$ cat src/assert_macros.svh
// assertion macros for the allocator rtl
`ifndef ASSERT_MACROS_SVH
`define ASSERT_MACROS_SVH
`ifndef SYNTHESIS
`define CHK_IMPL(label, clk, rst, prop) \
   label: assert property (@(posedge clk) disable iff (rst) prop) \
      else $error("check failed");
`define CHK_NEVER(label, clk, rst, cond) \
   label: assert property (@(posedge clk) disable iff (rst) !(cond)) \
      else $error("forbidden condition");
`else
`define CHK_IMPL(label, clk, rst, prop)
`define CHK_NEVER(label, clk, rst, cond)
`endif
`endif

$ cat src/bra_pkg.sv
// shared types, constants and codes for the banker's allocator
package bra_pkg;
   localparam int NUM_PROC  = 8;
   localparam int NUM_RES   = 4;
   localparam int UNIT_BITS = 8;
   localparam int PROC_BITS = (NUM_PROC > 1) ? $clog2(NUM_PROC) : 1;
   localparam int CNT_BITS  = $clog2(NUM_PROC + 1);
   localparam int WORK_BITS = UNIT_BITS + $clog2(NUM_PROC + 1);

   localparam logic [2:0] OP_LOAD_ALLOC = 3'd0;
   localparam logic [2:0] OP_LOAD_MAX   = 3'd1;
   localparam logic [2:0] OP_LOAD_AVAIL = 3'd2;
   localparam logic [2:0] OP_REQUEST    = 3'd3;
   localparam logic [2:0] OP_RELEASE    = 3'd4;
   localparam logic [2:0] OP_QUERY      = 3'd5;

   localparam logic [2:0] ST_OK       = 3'd0;
   localparam logic [2:0] ST_CLAIM    = 3'd1;
   localparam logic [2:0] ST_NOTAVAIL = 3'd2;
   localparam logic [2:0] ST_UNSAFE   = 3'd3;
   localparam logic [2:0] ST_OVERREL  = 3'd4;
   localparam logic [2:0] ST_BADLOAD  = 3'd5;

   typedef logic [UNIT_BITS-1:0] unit_type;
   typedef unit_type [NUM_RES-1:0] row_type;
   typedef logic [WORK_BITS-1:0] work_type;

   typedef struct packed {
      logic [2:0] req_type;
      logic [2:0] process;
      logic [7:0] amount_0;
      logic [7:0] amount_1;
      logic [7:0] amount_2;
      logic [7:0] amount_3;
   } req_word_type;

   typedef struct packed {
      logic [2:0] status;
      logic [2:0] seq_process;
      logic       last;
   } rsp_word_type;

   typedef enum logic [3:0] {
      S_IDLE, S_EXEC, S_SAFE_INIT, S_SCAN, S_PASS_END, S_SAFE_DONE,
      S_EMIT_ONE, S_EMIT_SEQ
   } state_type;

   // controller -> datapath
   typedef struct packed {
      logic latch;
      logic exec;
      logic safe_init;
      logic scan_step;
      logic pass_clear;
      logic rollback;
      logic emit_one;
      logic emit_seq;
   } cmd_type;

   // datapath -> controller
   typedef struct packed {
      logic need_safety;
      logic is_query;
      logic scan_last;
      logic progress;
      logic all_done;
      logic seq_last;
   } sts_type;
endpackage

$ cat src/bra_datapath.sv
// datapath: state tables, checks, safety scan unit and result formatting
`include "assert_macros.svh"
module bra_datapath (
   input  logic                  clock,
   input  logic                  reset,
   input  bra_pkg::req_word_type req_word,
   input  bra_pkg::cmd_type      cmd,
   output bra_pkg::sts_type      sts,
   output logic                  rsp_strobe,
   output bra_pkg::rsp_word_type rsp_word
);
   import bra_pkg::*;

   row_type   avail_ff, avail_in;
   row_type   held_ff  [NUM_PROC];
   row_type   need_ff  [NUM_PROC];
   req_word_type op_ff;
   row_type   amt;
   logic [2:0] status_ff, status_in;
   logic      grant_ff, grant_in;
   work_type  work_ff [NUM_RES];
   logic [NUM_PROC-1:0] done_ff;
   logic [PROC_BITS-1:0] scan_ff;
   logic [PROC_BITS-1:0] order_ff [NUM_PROC];
   logic [CNT_BITS-1:0] count_ff;
   logic [PROC_BITS-1:0] rd_ff;
   logic      progress_ff;
   logic      pok;
   logic [PROC_BITS-1:0] pidx;
   logic      over_claim, over_avail, over_held, below_held, fits;
   logic      rsp_strobe_ff;
   rsp_word_type rsp_ff;

   assign amt[0] = op_ff.amount_0[UNIT_BITS-1:0];
   if (NUM_RES > 1) begin : g_r1
      assign amt[1 % NUM_RES] = op_ff.amount_1[UNIT_BITS-1:0];
   end
   if (NUM_RES > 2) begin : g_r2
      assign amt[2 % NUM_RES] = op_ff.amount_2[UNIT_BITS-1:0];
   end
   if (NUM_RES > 3) begin : g_r3
      assign amt[3 % NUM_RES] = op_ff.amount_3[UNIT_BITS-1:0];
   end

   assign pok  = ({1'b0, op_ff.process} < (CNT_BITS+1)'(NUM_PROC));
   assign pidx = PROC_BITS'(op_ff.process);

   always_comb begin
      over_claim = 1'b0;
      over_avail = 1'b0;
      over_held  = 1'b0;
      below_held = 1'b0;
      fits       = 1'b1;
      for (int r = 0; r < NUM_RES; r++) begin
         if (amt[r] > need_ff[pidx][r]) over_claim = 1'b1;
         if (amt[r] > avail_ff[r]) over_avail = 1'b1;
         if (amt[r] > held_ff[pidx][r]) over_held = 1'b1;
         if (amt[r] < held_ff[pidx][r]) below_held = 1'b1;
         if (WORK_BITS'(need_ff[scan_ff][r]) > work_ff[r]) fits = 1'b0;
      end
   end

   // decision on the latched word
   always_comb begin
      status_in = ST_OK;
      grant_in  = 1'b0;
      unique case (op_ff.req_type)
         OP_LOAD_ALLOC, OP_LOAD_MAX: begin
            if (!pok || (op_ff.req_type == OP_LOAD_MAX && below_held)) status_in = ST_BADLOAD;
         end
         OP_REQUEST: begin
            priority if (!pok || over_claim) status_in = ST_CLAIM;
            else if (over_avail) status_in = ST_NOTAVAIL;
            else grant_in = 1'b1;
         end
         OP_RELEASE: begin
            if (!pok || over_held) status_in = ST_OVERREL;
         end
         default: status_in = ST_OK;
      endcase
   end

   always_comb begin
      avail_in = avail_ff;
      for (int r = 0; r < NUM_RES; r++) begin
         logic [UNIT_BITS:0] s;
         s = {1'b0, avail_ff[r]} + {1'b0, amt[r]};
         if (cmd.exec && op_ff.req_type == OP_LOAD_AVAIL) avail_in[r] = amt[r];
         else if (cmd.exec && grant_in) avail_in[r] = avail_ff[r] - amt[r];
         else if (cmd.exec && op_ff.req_type == OP_RELEASE && status_in == ST_OK)
            avail_in[r] = s[UNIT_BITS] ? {UNIT_BITS{1'b1}} : s[UNIT_BITS-1:0];
         else if (cmd.rollback) avail_in[r] = avail_ff[r] + amt[r];
      end
   end

   always_ff @(posedge clock) begin
      if (reset) begin
         avail_ff <= '0;
         for (int p = 0; p < NUM_PROC; p++) begin
            held_ff[p] <= '0;
            need_ff[p] <= '0;
         end
         done_ff       <= '0;
         count_ff      <= '0;
         scan_ff       <= '0;
         rd_ff         <= '0;
         progress_ff   <= 1'b0;
         grant_ff      <= 1'b0;
         status_ff     <= ST_OK;
         rsp_strobe_ff <= 1'b0;
      end else begin
         avail_ff      <= avail_in;
         rsp_strobe_ff <= cmd.emit_one || cmd.emit_seq;
         if (cmd.exec) begin
            status_ff <= status_in;
            grant_ff  <= grant_in;
            for (int r = 0; r < NUM_RES; r++) begin
               unique case (op_ff.req_type)
                  OP_LOAD_ALLOC: if (status_in == ST_OK) begin
                     held_ff[pidx][r] <= amt[r];
                     need_ff[pidx][r] <= '0;
                  end
                  OP_LOAD_MAX: if (status_in == ST_OK)
                     need_ff[pidx][r] <= amt[r] - held_ff[pidx][r];
                  OP_REQUEST: if (grant_in) begin
                     held_ff[pidx][r] <= held_ff[pidx][r] + amt[r];
                     need_ff[pidx][r] <= need_ff[pidx][r] - amt[r];
                  end
                  OP_RELEASE: if (status_in == ST_OK) begin
                     held_ff[pidx][r] <= held_ff[pidx][r] - amt[r];
                     need_ff[pidx][r] <= need_ff[pidx][r] + amt[r];
                  end
                  default: ;
               endcase
            end
         end
         if (cmd.rollback) begin
            status_ff <= ST_UNSAFE;
            for (int r = 0; r < NUM_RES; r++) begin
               held_ff[pidx][r] <= held_ff[pidx][r] - amt[r];
               need_ff[pidx][r] <= need_ff[pidx][r] + amt[r];
            end
         end
         if (cmd.safe_init) begin
            done_ff     <= '0;
            count_ff    <= '0;
            scan_ff     <= '0;
            rd_ff       <= '0;
            progress_ff <= 1'b0;
            for (int r = 0; r < NUM_RES; r++) work_ff[r] <= WORK_BITS'(avail_ff[r]);
         end
         if (cmd.scan_step) begin
            if (!done_ff[scan_ff] && fits) begin
               done_ff[scan_ff]   <= 1'b1;
               order_ff[count_ff[PROC_BITS-1:0]] <= scan_ff;
               count_ff           <= count_ff + 1'b1;
               progress_ff        <= 1'b1;
               for (int r = 0; r < NUM_RES; r++)
                  work_ff[r] <= work_ff[r] + WORK_BITS'(held_ff[scan_ff][r]);
            end
            scan_ff <= (scan_ff == PROC_BITS'(NUM_PROC - 1)) ? '0 : scan_ff + 1'b1;
         end
         if (cmd.pass_clear) progress_ff <= 1'b0;
         if (cmd.emit_seq) rd_ff <= rd_ff + 1'b1;
      end
   end

   always_ff @(posedge clock) begin
      if (cmd.latch) op_ff <= req_word;
      if (cmd.emit_one) begin
         rsp_ff.status      <= (op_ff.req_type == OP_QUERY) ? ST_UNSAFE : status_ff;
         rsp_ff.seq_process <= '0;
         rsp_ff.last        <= 1'b1;
      end else if (cmd.emit_seq) begin
         rsp_ff.status      <= ST_OK;
         rsp_ff.seq_process <= 3'(order_ff[rd_ff]);
         rsp_ff.last        <= (rd_ff == PROC_BITS'(NUM_PROC - 1));
      end
   end

   assign sts.need_safety = grant_ff;
   assign sts.is_query    = (op_ff.req_type == OP_QUERY);
   assign sts.scan_last   = (scan_ff == PROC_BITS'(NUM_PROC - 1));
   assign sts.progress    = progress_ff;
   assign sts.all_done    = (count_ff == CNT_BITS'(NUM_PROC));
   assign sts.seq_last    = (rd_ff == PROC_BITS'(NUM_PROC - 1));
   assign rsp_strobe      = rsp_strobe_ff;
   assign rsp_word        = rsp_ff;

   `CHK_NEVER(a_count_range, clock, reset, count_ff > CNT_BITS'(NUM_PROC))
   `CHK_IMPL(a_count_done, clock, reset, sts.all_done |-> &done_ff)
   `CHK_NEVER(a_emit_both, clock, reset, cmd.emit_one && cmd.emit_seq)
endmodule

$ cat src/bra_ctrl.sv
// controller state machine for the banker's allocator
`include "assert_macros.svh"
module bra_ctrl (
   input  logic             clock,
   input  logic             reset,
   input  logic             start,
   output logic             busy,
   input  bra_pkg::sts_type sts,
   output bra_pkg::cmd_type cmd
);
   import bra_pkg::*;

   state_type state_ff, state_in;

   always_comb begin
      state_in = state_ff;
      unique case (state_ff)
         S_IDLE:      if (start) state_in = S_EXEC;
         S_EXEC:      state_in = sts.is_query ? S_SAFE_INIT : S_PASS_END;
         S_PASS_END:  state_in = sts.need_safety ? S_SAFE_INIT : S_EMIT_ONE;
         S_SAFE_INIT: state_in = S_SCAN;
         S_SCAN:      if (sts.scan_last) state_in = S_SAFE_DONE;
         S_SAFE_DONE: begin
            priority if (sts.all_done) state_in = sts.is_query ? S_EMIT_SEQ : S_EMIT_ONE;
            else if (sts.progress) state_in = S_SCAN;
            else state_in = S_EMIT_ONE;
         end
         S_EMIT_ONE:  state_in = S_IDLE;
         S_EMIT_SEQ:  if (sts.seq_last) state_in = S_IDLE;
         default:     state_in = S_IDLE;
      endcase
   end

   always_comb begin
      cmd = '0;
      unique case (state_ff)
         S_IDLE:      cmd.latch = start;
         S_EXEC:      cmd.exec = !sts.is_query;
         S_SAFE_INIT: cmd.safe_init = 1'b1;
         S_SCAN:      cmd.scan_step = 1'b1;
         S_SAFE_DONE: begin
            cmd.pass_clear = 1'b1;
            // unsafe grant is undone before the status goes out
            cmd.rollback = !sts.all_done && !sts.progress && !sts.is_query;
         end
         S_EMIT_ONE:  cmd.emit_one = 1'b1;
         S_EMIT_SEQ:  cmd.emit_seq = 1'b1;
         default:     cmd = '0;
      endcase
   end

   always_ff @(posedge clock) begin
      if (reset) state_ff <= S_IDLE;
      else state_ff <= state_in;
   end

   assign busy = (state_ff != S_IDLE);

   `CHK_IMPL(a_start_go, clock, reset, (start && !busy) |=> state_ff == S_EXEC)
   `CHK_IMPL(a_emit_idle, clock, reset, cmd.emit_one |=> state_ff == S_IDLE)
   `CHK_NEVER(a_roll_query, clock, reset, cmd.rollback && sts.is_query)
endmodule

$ cat src/bankers_resource_allocator.sv
// top level of the banker's deadlock-avoidance unit
// Usage: drive req_word and raise start while busy is low; the word is taken at that
// edge and busy stays high until the last response word has gone out.
// Each response word shows on rsp_word for one cycle with rsp_strobe high; the
// receiver cannot stall it. rsp_word.last marks the final word of an item.
// Loads, releases and refused requests answer without a scan. A granted request
// and a query run the safety scan: each pass steps through the process rows and
// then a pass-end step, at most NUM_PROC passes, after which the request answers or
// the query sends its words.
// A safe query sends NUM_PROC words on back-to-back cycles; an unsafe one sends one.
// The scan is a single shared compare/add unit stepping through the rows.
// Synchronous reset clears all held, need and available tables to zero; no item is
// taken until reset is low.
module bankers_resource_allocator (
   input  logic                  clock,
   input  logic                  reset,
   input  logic                  start,
   output logic                  busy,
   input  bra_pkg::req_word_type req_word,
   output logic                  rsp_strobe,
   output bra_pkg::rsp_word_type rsp_word
);
   import bra_pkg::*;

   cmd_type cmd;
   sts_type sts;

   bra_ctrl u_ctrl (
      .clock(clock), .reset(reset), .start(start), .busy(busy), .sts(sts), .cmd(cmd)
   );

   bra_datapath u_dp (
      .clock(clock), .reset(reset), .req_word(req_word), .cmd(cmd), .sts(sts),
      .rsp_strobe(rsp_strobe), .rsp_word(rsp_word)
   );
endmodule

$ cat config.mk
export PLATFORM = sky130hd
export DESIGN_NAME = bankers_resource_allocator
export DESIGN_NICKNAME = d
export VERILOG_FILES = /design/src/bra_pkg.sv /design/src/bra_datapath.sv /design/src/bra_ctrl.sv /design/src/bankers_resource_allocator.sv
export VERILOG_INCLUDE_DIRS = /design/src /design/src/src
export SDC_FILE = /design/constraint.sdc
export NUM_CORES = 2
export LEC_CHECK = 0
export BUFFER_PORTS_ARGS = -buffer_cell sky130_fd_sc_hd__buf_2
export CORE_AREA = 5 5 306 308
export DETAILED_ROUTE_END_ITERATION = 7
export DIE_AREA = 0 0 311 313
export MAX_ROUTING_LAYER = met4
export PLACE_DENSITY_LB_ADDON = 0.2
export SLEW_MARGIN = 20
export SYNTH_ARGS = -nofsm -noshare
export SYNTH_HDL_FRONTEND = slang
export SYNTH_SLANG_ARGS = --single-unit
$ cat constraint.sdc
create_clock -name clock -period 12.2 [get_ports clock]
set_input_delay 1.83 -clock clock [delete_from_list [all_inputs] [get_ports clock]]
set_output_delay 1.83 -clock clock [all_outputs]
set_load 0.02 [all_outputs]
After elaboration in Yosys (flattened, before gate mapping) --
Memory sizes are Yosys's and may differ from the RTL's. A register that Yosys moved wholly into a read port is not among the register bits. Index checks and enable logic that the tools add are counted. Widths: inputs -> output; s select.
Cells by class: add/subtract/negate cells 39, muxes and demuxes 163, bitwise operators 33, order comparisons 22, eq/ne operators 18, reductions and logical operators 29
Operator list (count):
- $mux 8 | 52
- $sub 8x8->8 | 16
- $add 8x8->8 | 12
- $gt 8x8->1 | 12
- $mux 1 | 65
- $mux 32 | 2
- $reduce_or 32->1 | 2
- $mux 3 | 21
- $add 12x8->12 | 4
- $gt 8x12->1 | 4
- $mux 12 | 4
- $add 8x8->9 | 4
- $mux 4 | 9
- $lt 8x8->1 | 4
- $or 1x1->1 | 32
- $pmux 4 s7 | 1
- $eq 4x3->1 const B | 4
- $mux 7 | 2
- $eq 3x3->1 const B | 4
- $logic_and 1x1->1 | 9
- $pmux 3 s3 | 1
- $eq 4x2->1 const B | 2
- $mux 2 | 4
- $or 8x8->8 | 1
- other kinds (19) | 33
Word-level totals: register bits 105, output and inout port bits 9, bits in writable memories 584, input port bits 41, memories kept 4, logic and storage cells 331
Memories:
- u_dp.held_ff | depth 8, width 32, read ports 2, clocked after Yosys merged registers in 2, write ports 8, RTL line bra_datapath.sv:15 | row_type held_ff [NUM_PROC];
- u_dp.need_ff | depth 8, width 32, read ports 2, clocked after Yosys merged registers in 2, write ports 8, RTL line bra_datapath.sv:16 | row_type need_ff [NUM_PROC];
- u_dp.work_ff | depth 4, width 12, read ports 4, clocked after Yosys merged registers in 0, write ports 4, RTL line bra_datapath.sv:21 | work_type work_ff [NUM_RES];
- u_dp.order_ff | depth 8, width 3, read ports 1, clocked after Yosys merged registers in 1, write ports 1, RTL line bra_datapath.sv:24 | logic [PROC_BITS-1:0] order_ff [NUM_PROC];

Depth between registers and ports, before layout --
depth in word-level cells 20, depth in mapped cells 19, depth with buffers taken out 15

Hierarchy --
A second synthesis with hierarchy kept.
Second synthesis, totals: cell total of the unflattened synthesis 3788, area, all modules 44407.6 µm²
Modules (own cells, without submodules):
- bra_datapath | seq. area each 20149.3 µm², times used 1, area an instance 44099.8 µm², cells each 3748
- bra_ctrl | seq. area each 60.1 µm², times used 1, area an instance 307.8 µm², cells each 40

Worst setup path before layout --
No wires, ideal clock.
path type flip-flop to flip-flop, start point register with a tool-made name, end point memory u_dp.work_ff[0][0] (netlist name), enable pin, cell stages (with the launch flop) 15, path buffers 2, required time 11.731 ns, slack 6.011 ns, data arrival time 5.720 ns, cells stage by stage dfxtp_1 clkbuf_1 buf_1 mux4_2 mux2_2 ha_1 nor2b_1 o21a_1 o21a_1 o21ai_0 nand3b_1 a21oi_1 and2_1 nand2_1 a21oi_1
RTL lines (RTL line):
- end, declared | bra_datapath.sv:21

==> flow_summary.ini <==
[run_status]
status = complete, no violations

[pwr]
power_density_nw_per_um2 = 213
power_w = 0.0102
ir_worst_vdd_mv = 0.126
p_leak_nw = 18.1

[timing]
final_max_slew_viol_count = 0
period_needed_ns = 7.56
fin_crit_sh_pct = 62.0
fmax_ghz = 0.132
setup_violations = 0
maxSlewHeadroom_pct = 23.5
rsz0062_at_grt = false
worst_pin_slew_ns = 1.15
tns_ns = 0
final.setup.worst_slack_ns = 4.64
hold_viol = 0
skew_ns = 0.0472

[clock_network]
postCtsSetupRepairBufs = 0
post_cts_resized = 0
clockBufferDepth = 3
cts.sinks = 697
clock_latency_ns = 0.66
cts_tree = built
root_buffer = clkbuf_16
cts-htree-levels = 3
cts_inserted_buffers = 78
cts_hold_buf = 0
path_clk_slew_ns = 0.06

[synth]
yosysTopAreaCell = edfxtp_1
postSynthCellCount = 3690
synthTopCellsByArea = edfxtp_1, mux4_2, ha_1
synth_fp_nets = 4045
synthDistinctLibCells = 90
syn_avg_cell_area_um2 = 11.9
synthDominantCellAreaShare_pct = 42.8
ys.flop_type = edfxtp_1
syn-cell-area_um2 = 43900
async_flop_share_pct = 0
seq_area_frac_synth_pct = 46.1
synth_edf_count = 625
ys_seq_elements = 697
ys.warnings.count = 0

[worst_hold_path]
hold_start = u_dp.done_ff[0]
whs_endpoint = u_dp.done_ff[0]
min_path_type = flip-flop to flip-flop
min_path_cells = 2

[drt]
dr_wl_met3_um = 13700
dr_total_vias = 31500
drtIter0Drc = 3694
dr_wl_met2_um = 63600
antenna_left = 0
vias_per_cell = 6.39
drtPass1Iterations = 8
maxUsedRoutingLayer = met4
wire_per_inst_um = 28.1
wl_met1_um = 56000
drcViolationCount = 0
drt-total-wl_um = 139000

[critical_path]
startpoint_type = flip-flop
path_max_fanout = 96
cp.arrival_ns = 7.80
crit_type = flip-flop to flip-flop
cp_common_cell = nand2_2
cpPeakStageDelay_ns = 1.12
worst_r2r_path_depth = 13
cp.required_ns = 12.44
cp_slowest_cell = nand2_2
r2r_slack_ns = 4.64
regToRegEndpoint = u_dp.held_ff[6][13]
worstSetupEndpointType = flip-flop
path_cells = buf_12, mux4_2, mux2_2, ha_1, nand2_1, o21ai_1, a21oi_1, nor3_2, nand4_4, o21a_1, nand2_2, nand3_2, nand2_2

[finish]
drive_gt1_share_pct = 18.0
seqCellArea_um2 = 20200
nets = 4030
fillCellCount = 7788
final_common_cell = nor2_1
post-route-cell-area_um2 = 47900
multi_input_area_um2 = 22100
syn2layout_area_growth_pct = 9.16
final_cell_mix = nor2_1, edfxtp_1, ha_1

[global_routing]
antenna_found_initial = 4
grt_usage_pct = 28.8
overflow = 0
grt_first_pass_wirelength_um = 203000
grt_max_degree = 97
grt_pass1_vias = 30200

[floorplanning]
core_um2 = 90800
io_pins = 50
die_w_um = 311
row_count = 111
die_area_um2 = 97300
start_util_pct = 48.3
fp.dieH_um = 313

[placement]
place.gp.congestion = 0.956
dpl-instance-area_um2 = 45300
port_buffers = 49
dp_slack_ns = 4.65
place_hpwl_um = 95600

[flow_run]
maxCapViolCount = 0
-- how the worst max path moves through the flow --
| stage | from | endpoint | slack (ns) | cells after the start |
|---|---|---|---|---|
| final | flip-flop | u_dp.held_ff[6][13] | 4.64 | 13 |
| after detailed placement | flip-flop | u_dp.held_ff[4][23] | 4.65 | 13 |
| after global routing | flip-flop | u_dp.held_ff[6][13] | 4.19 | 14 |
| after CTS | flip-flop | u_dp.held_ff[4][14] | 4.64 | 13 |
| after global placement | flip-flop | u_dp.held_ff[6][14] | 4.79 | 13 |
| after floorplan | flip-flop | u_dp.work_ff[0][0] | 6.01 | 14 |
-- worst max-delay path: cells and delay by family, from the launching register on --
kind,cells,cell delay [ns]
muxes,2,0.91
AOI/OAI and AO/OA,3,1.27
and+or+nand+nor,6,2.93
adders and majority gates,1,0.38
DFF,1,0.82
buffers and inverters,1,0.66
-- registers in the layout, indices dropped and copies added (netlist names), named ones only --
| signal | flops |
|---|---|
| u_dp.op_ff | 3 |
| u_dp.work_ff | 48 |
| u_dp.rsp_strobe | 1 |
| u_dp.avail_ff | 32 |
| u_dp.held_ff | 256 |
| u_ctrl.state_ff | 3 |
| u_dp.need_ff | 256 |
| u_dp.count_ff | 4 |
| u_dp.status_ff | 3 |
| u_dp.rd_ff | 3 |
| u_dp.order_ff | 24 |
| u_dp.done_ff | 8 |
| u_dp.progress_ff | 1 |
| u_dp.amt | 32 |
| u_dp.grant_ff | 1 |
| u_dp.rsp_word | 7 |
| u_dp.scan_ff | 3 |
| u_dp.pidx | 3 |
-- Yosys cell counts, types with 64 or more instances --
cell type and n:
nor2_1 679, edfxtp_1 625, ha_1 282, mux4_2 262, inv_1 217, a21oi_1 170, nand2_1 163, clkbuf_1 101
mux2_2 95, o21ai_0 83, dfxtp_1 72, mux2i_1 68, o21bai_1 64
-- power breakdown --
group          total, W  switching [W]  internal [W]  leakage [nW]
clock network   0.00238        0.00101       0.00137          1.23
logic           0.00475        0.00297       0.00179          9.92
registers       0.00308       0.000272       0.00280          6.93
total            0.0102        0.00425       0.00597          18.1
-- kinds of logic (layout without fill, tap and decap cells) --
group	Yosys count	count (layout)	share of synthesized area [%]
simple gates	1042	1042	10.1
compound gates	697	697	11.3
flops	697	697	46.1
mux	425	425	17.4
fa+ha+maj	314	314	9.50
other cells	0	4	0
buf+inv	428	472	3.93
xor+xnor	87	87	1.74
-- routing by layer --
layer | vias up | track usage [%]
li1 | 13800 | -
met1 | 15900 | 38.7
met2 | 1491 | 44.2
met3 | 251 | 5.60
met4 | 0 | 9.90
met5 | - | -
-- per-stage QoR --
step                hold slack [ns]  util, %  cells
floorplan                     0.419        -   3690
global placement              0.430     49.9   4781
detailed placement            0.436     49.9   4781
CTS                           0.450     52.7   4920
global route                  0.481     52.7   4924
finish                        0.445     52.7   4924
-- cell type report --
| cell class | instances | share of cell area, % |
|---|---|---|
| tap | 1186 | 3.10 |
| timing repair buffer | 115 | 1.58 |
| clock buffer | 97 | 4.40 |
| antenna | 4 | 0.0209 |
| multi-input combinational | 2565 | 46.1 |
| sequential | 697 | 42.2 |
| clock inverter | 42 | 0.875 |
| inverter | 218 | 1.71 |
Power figures use the tool's default switching activity.
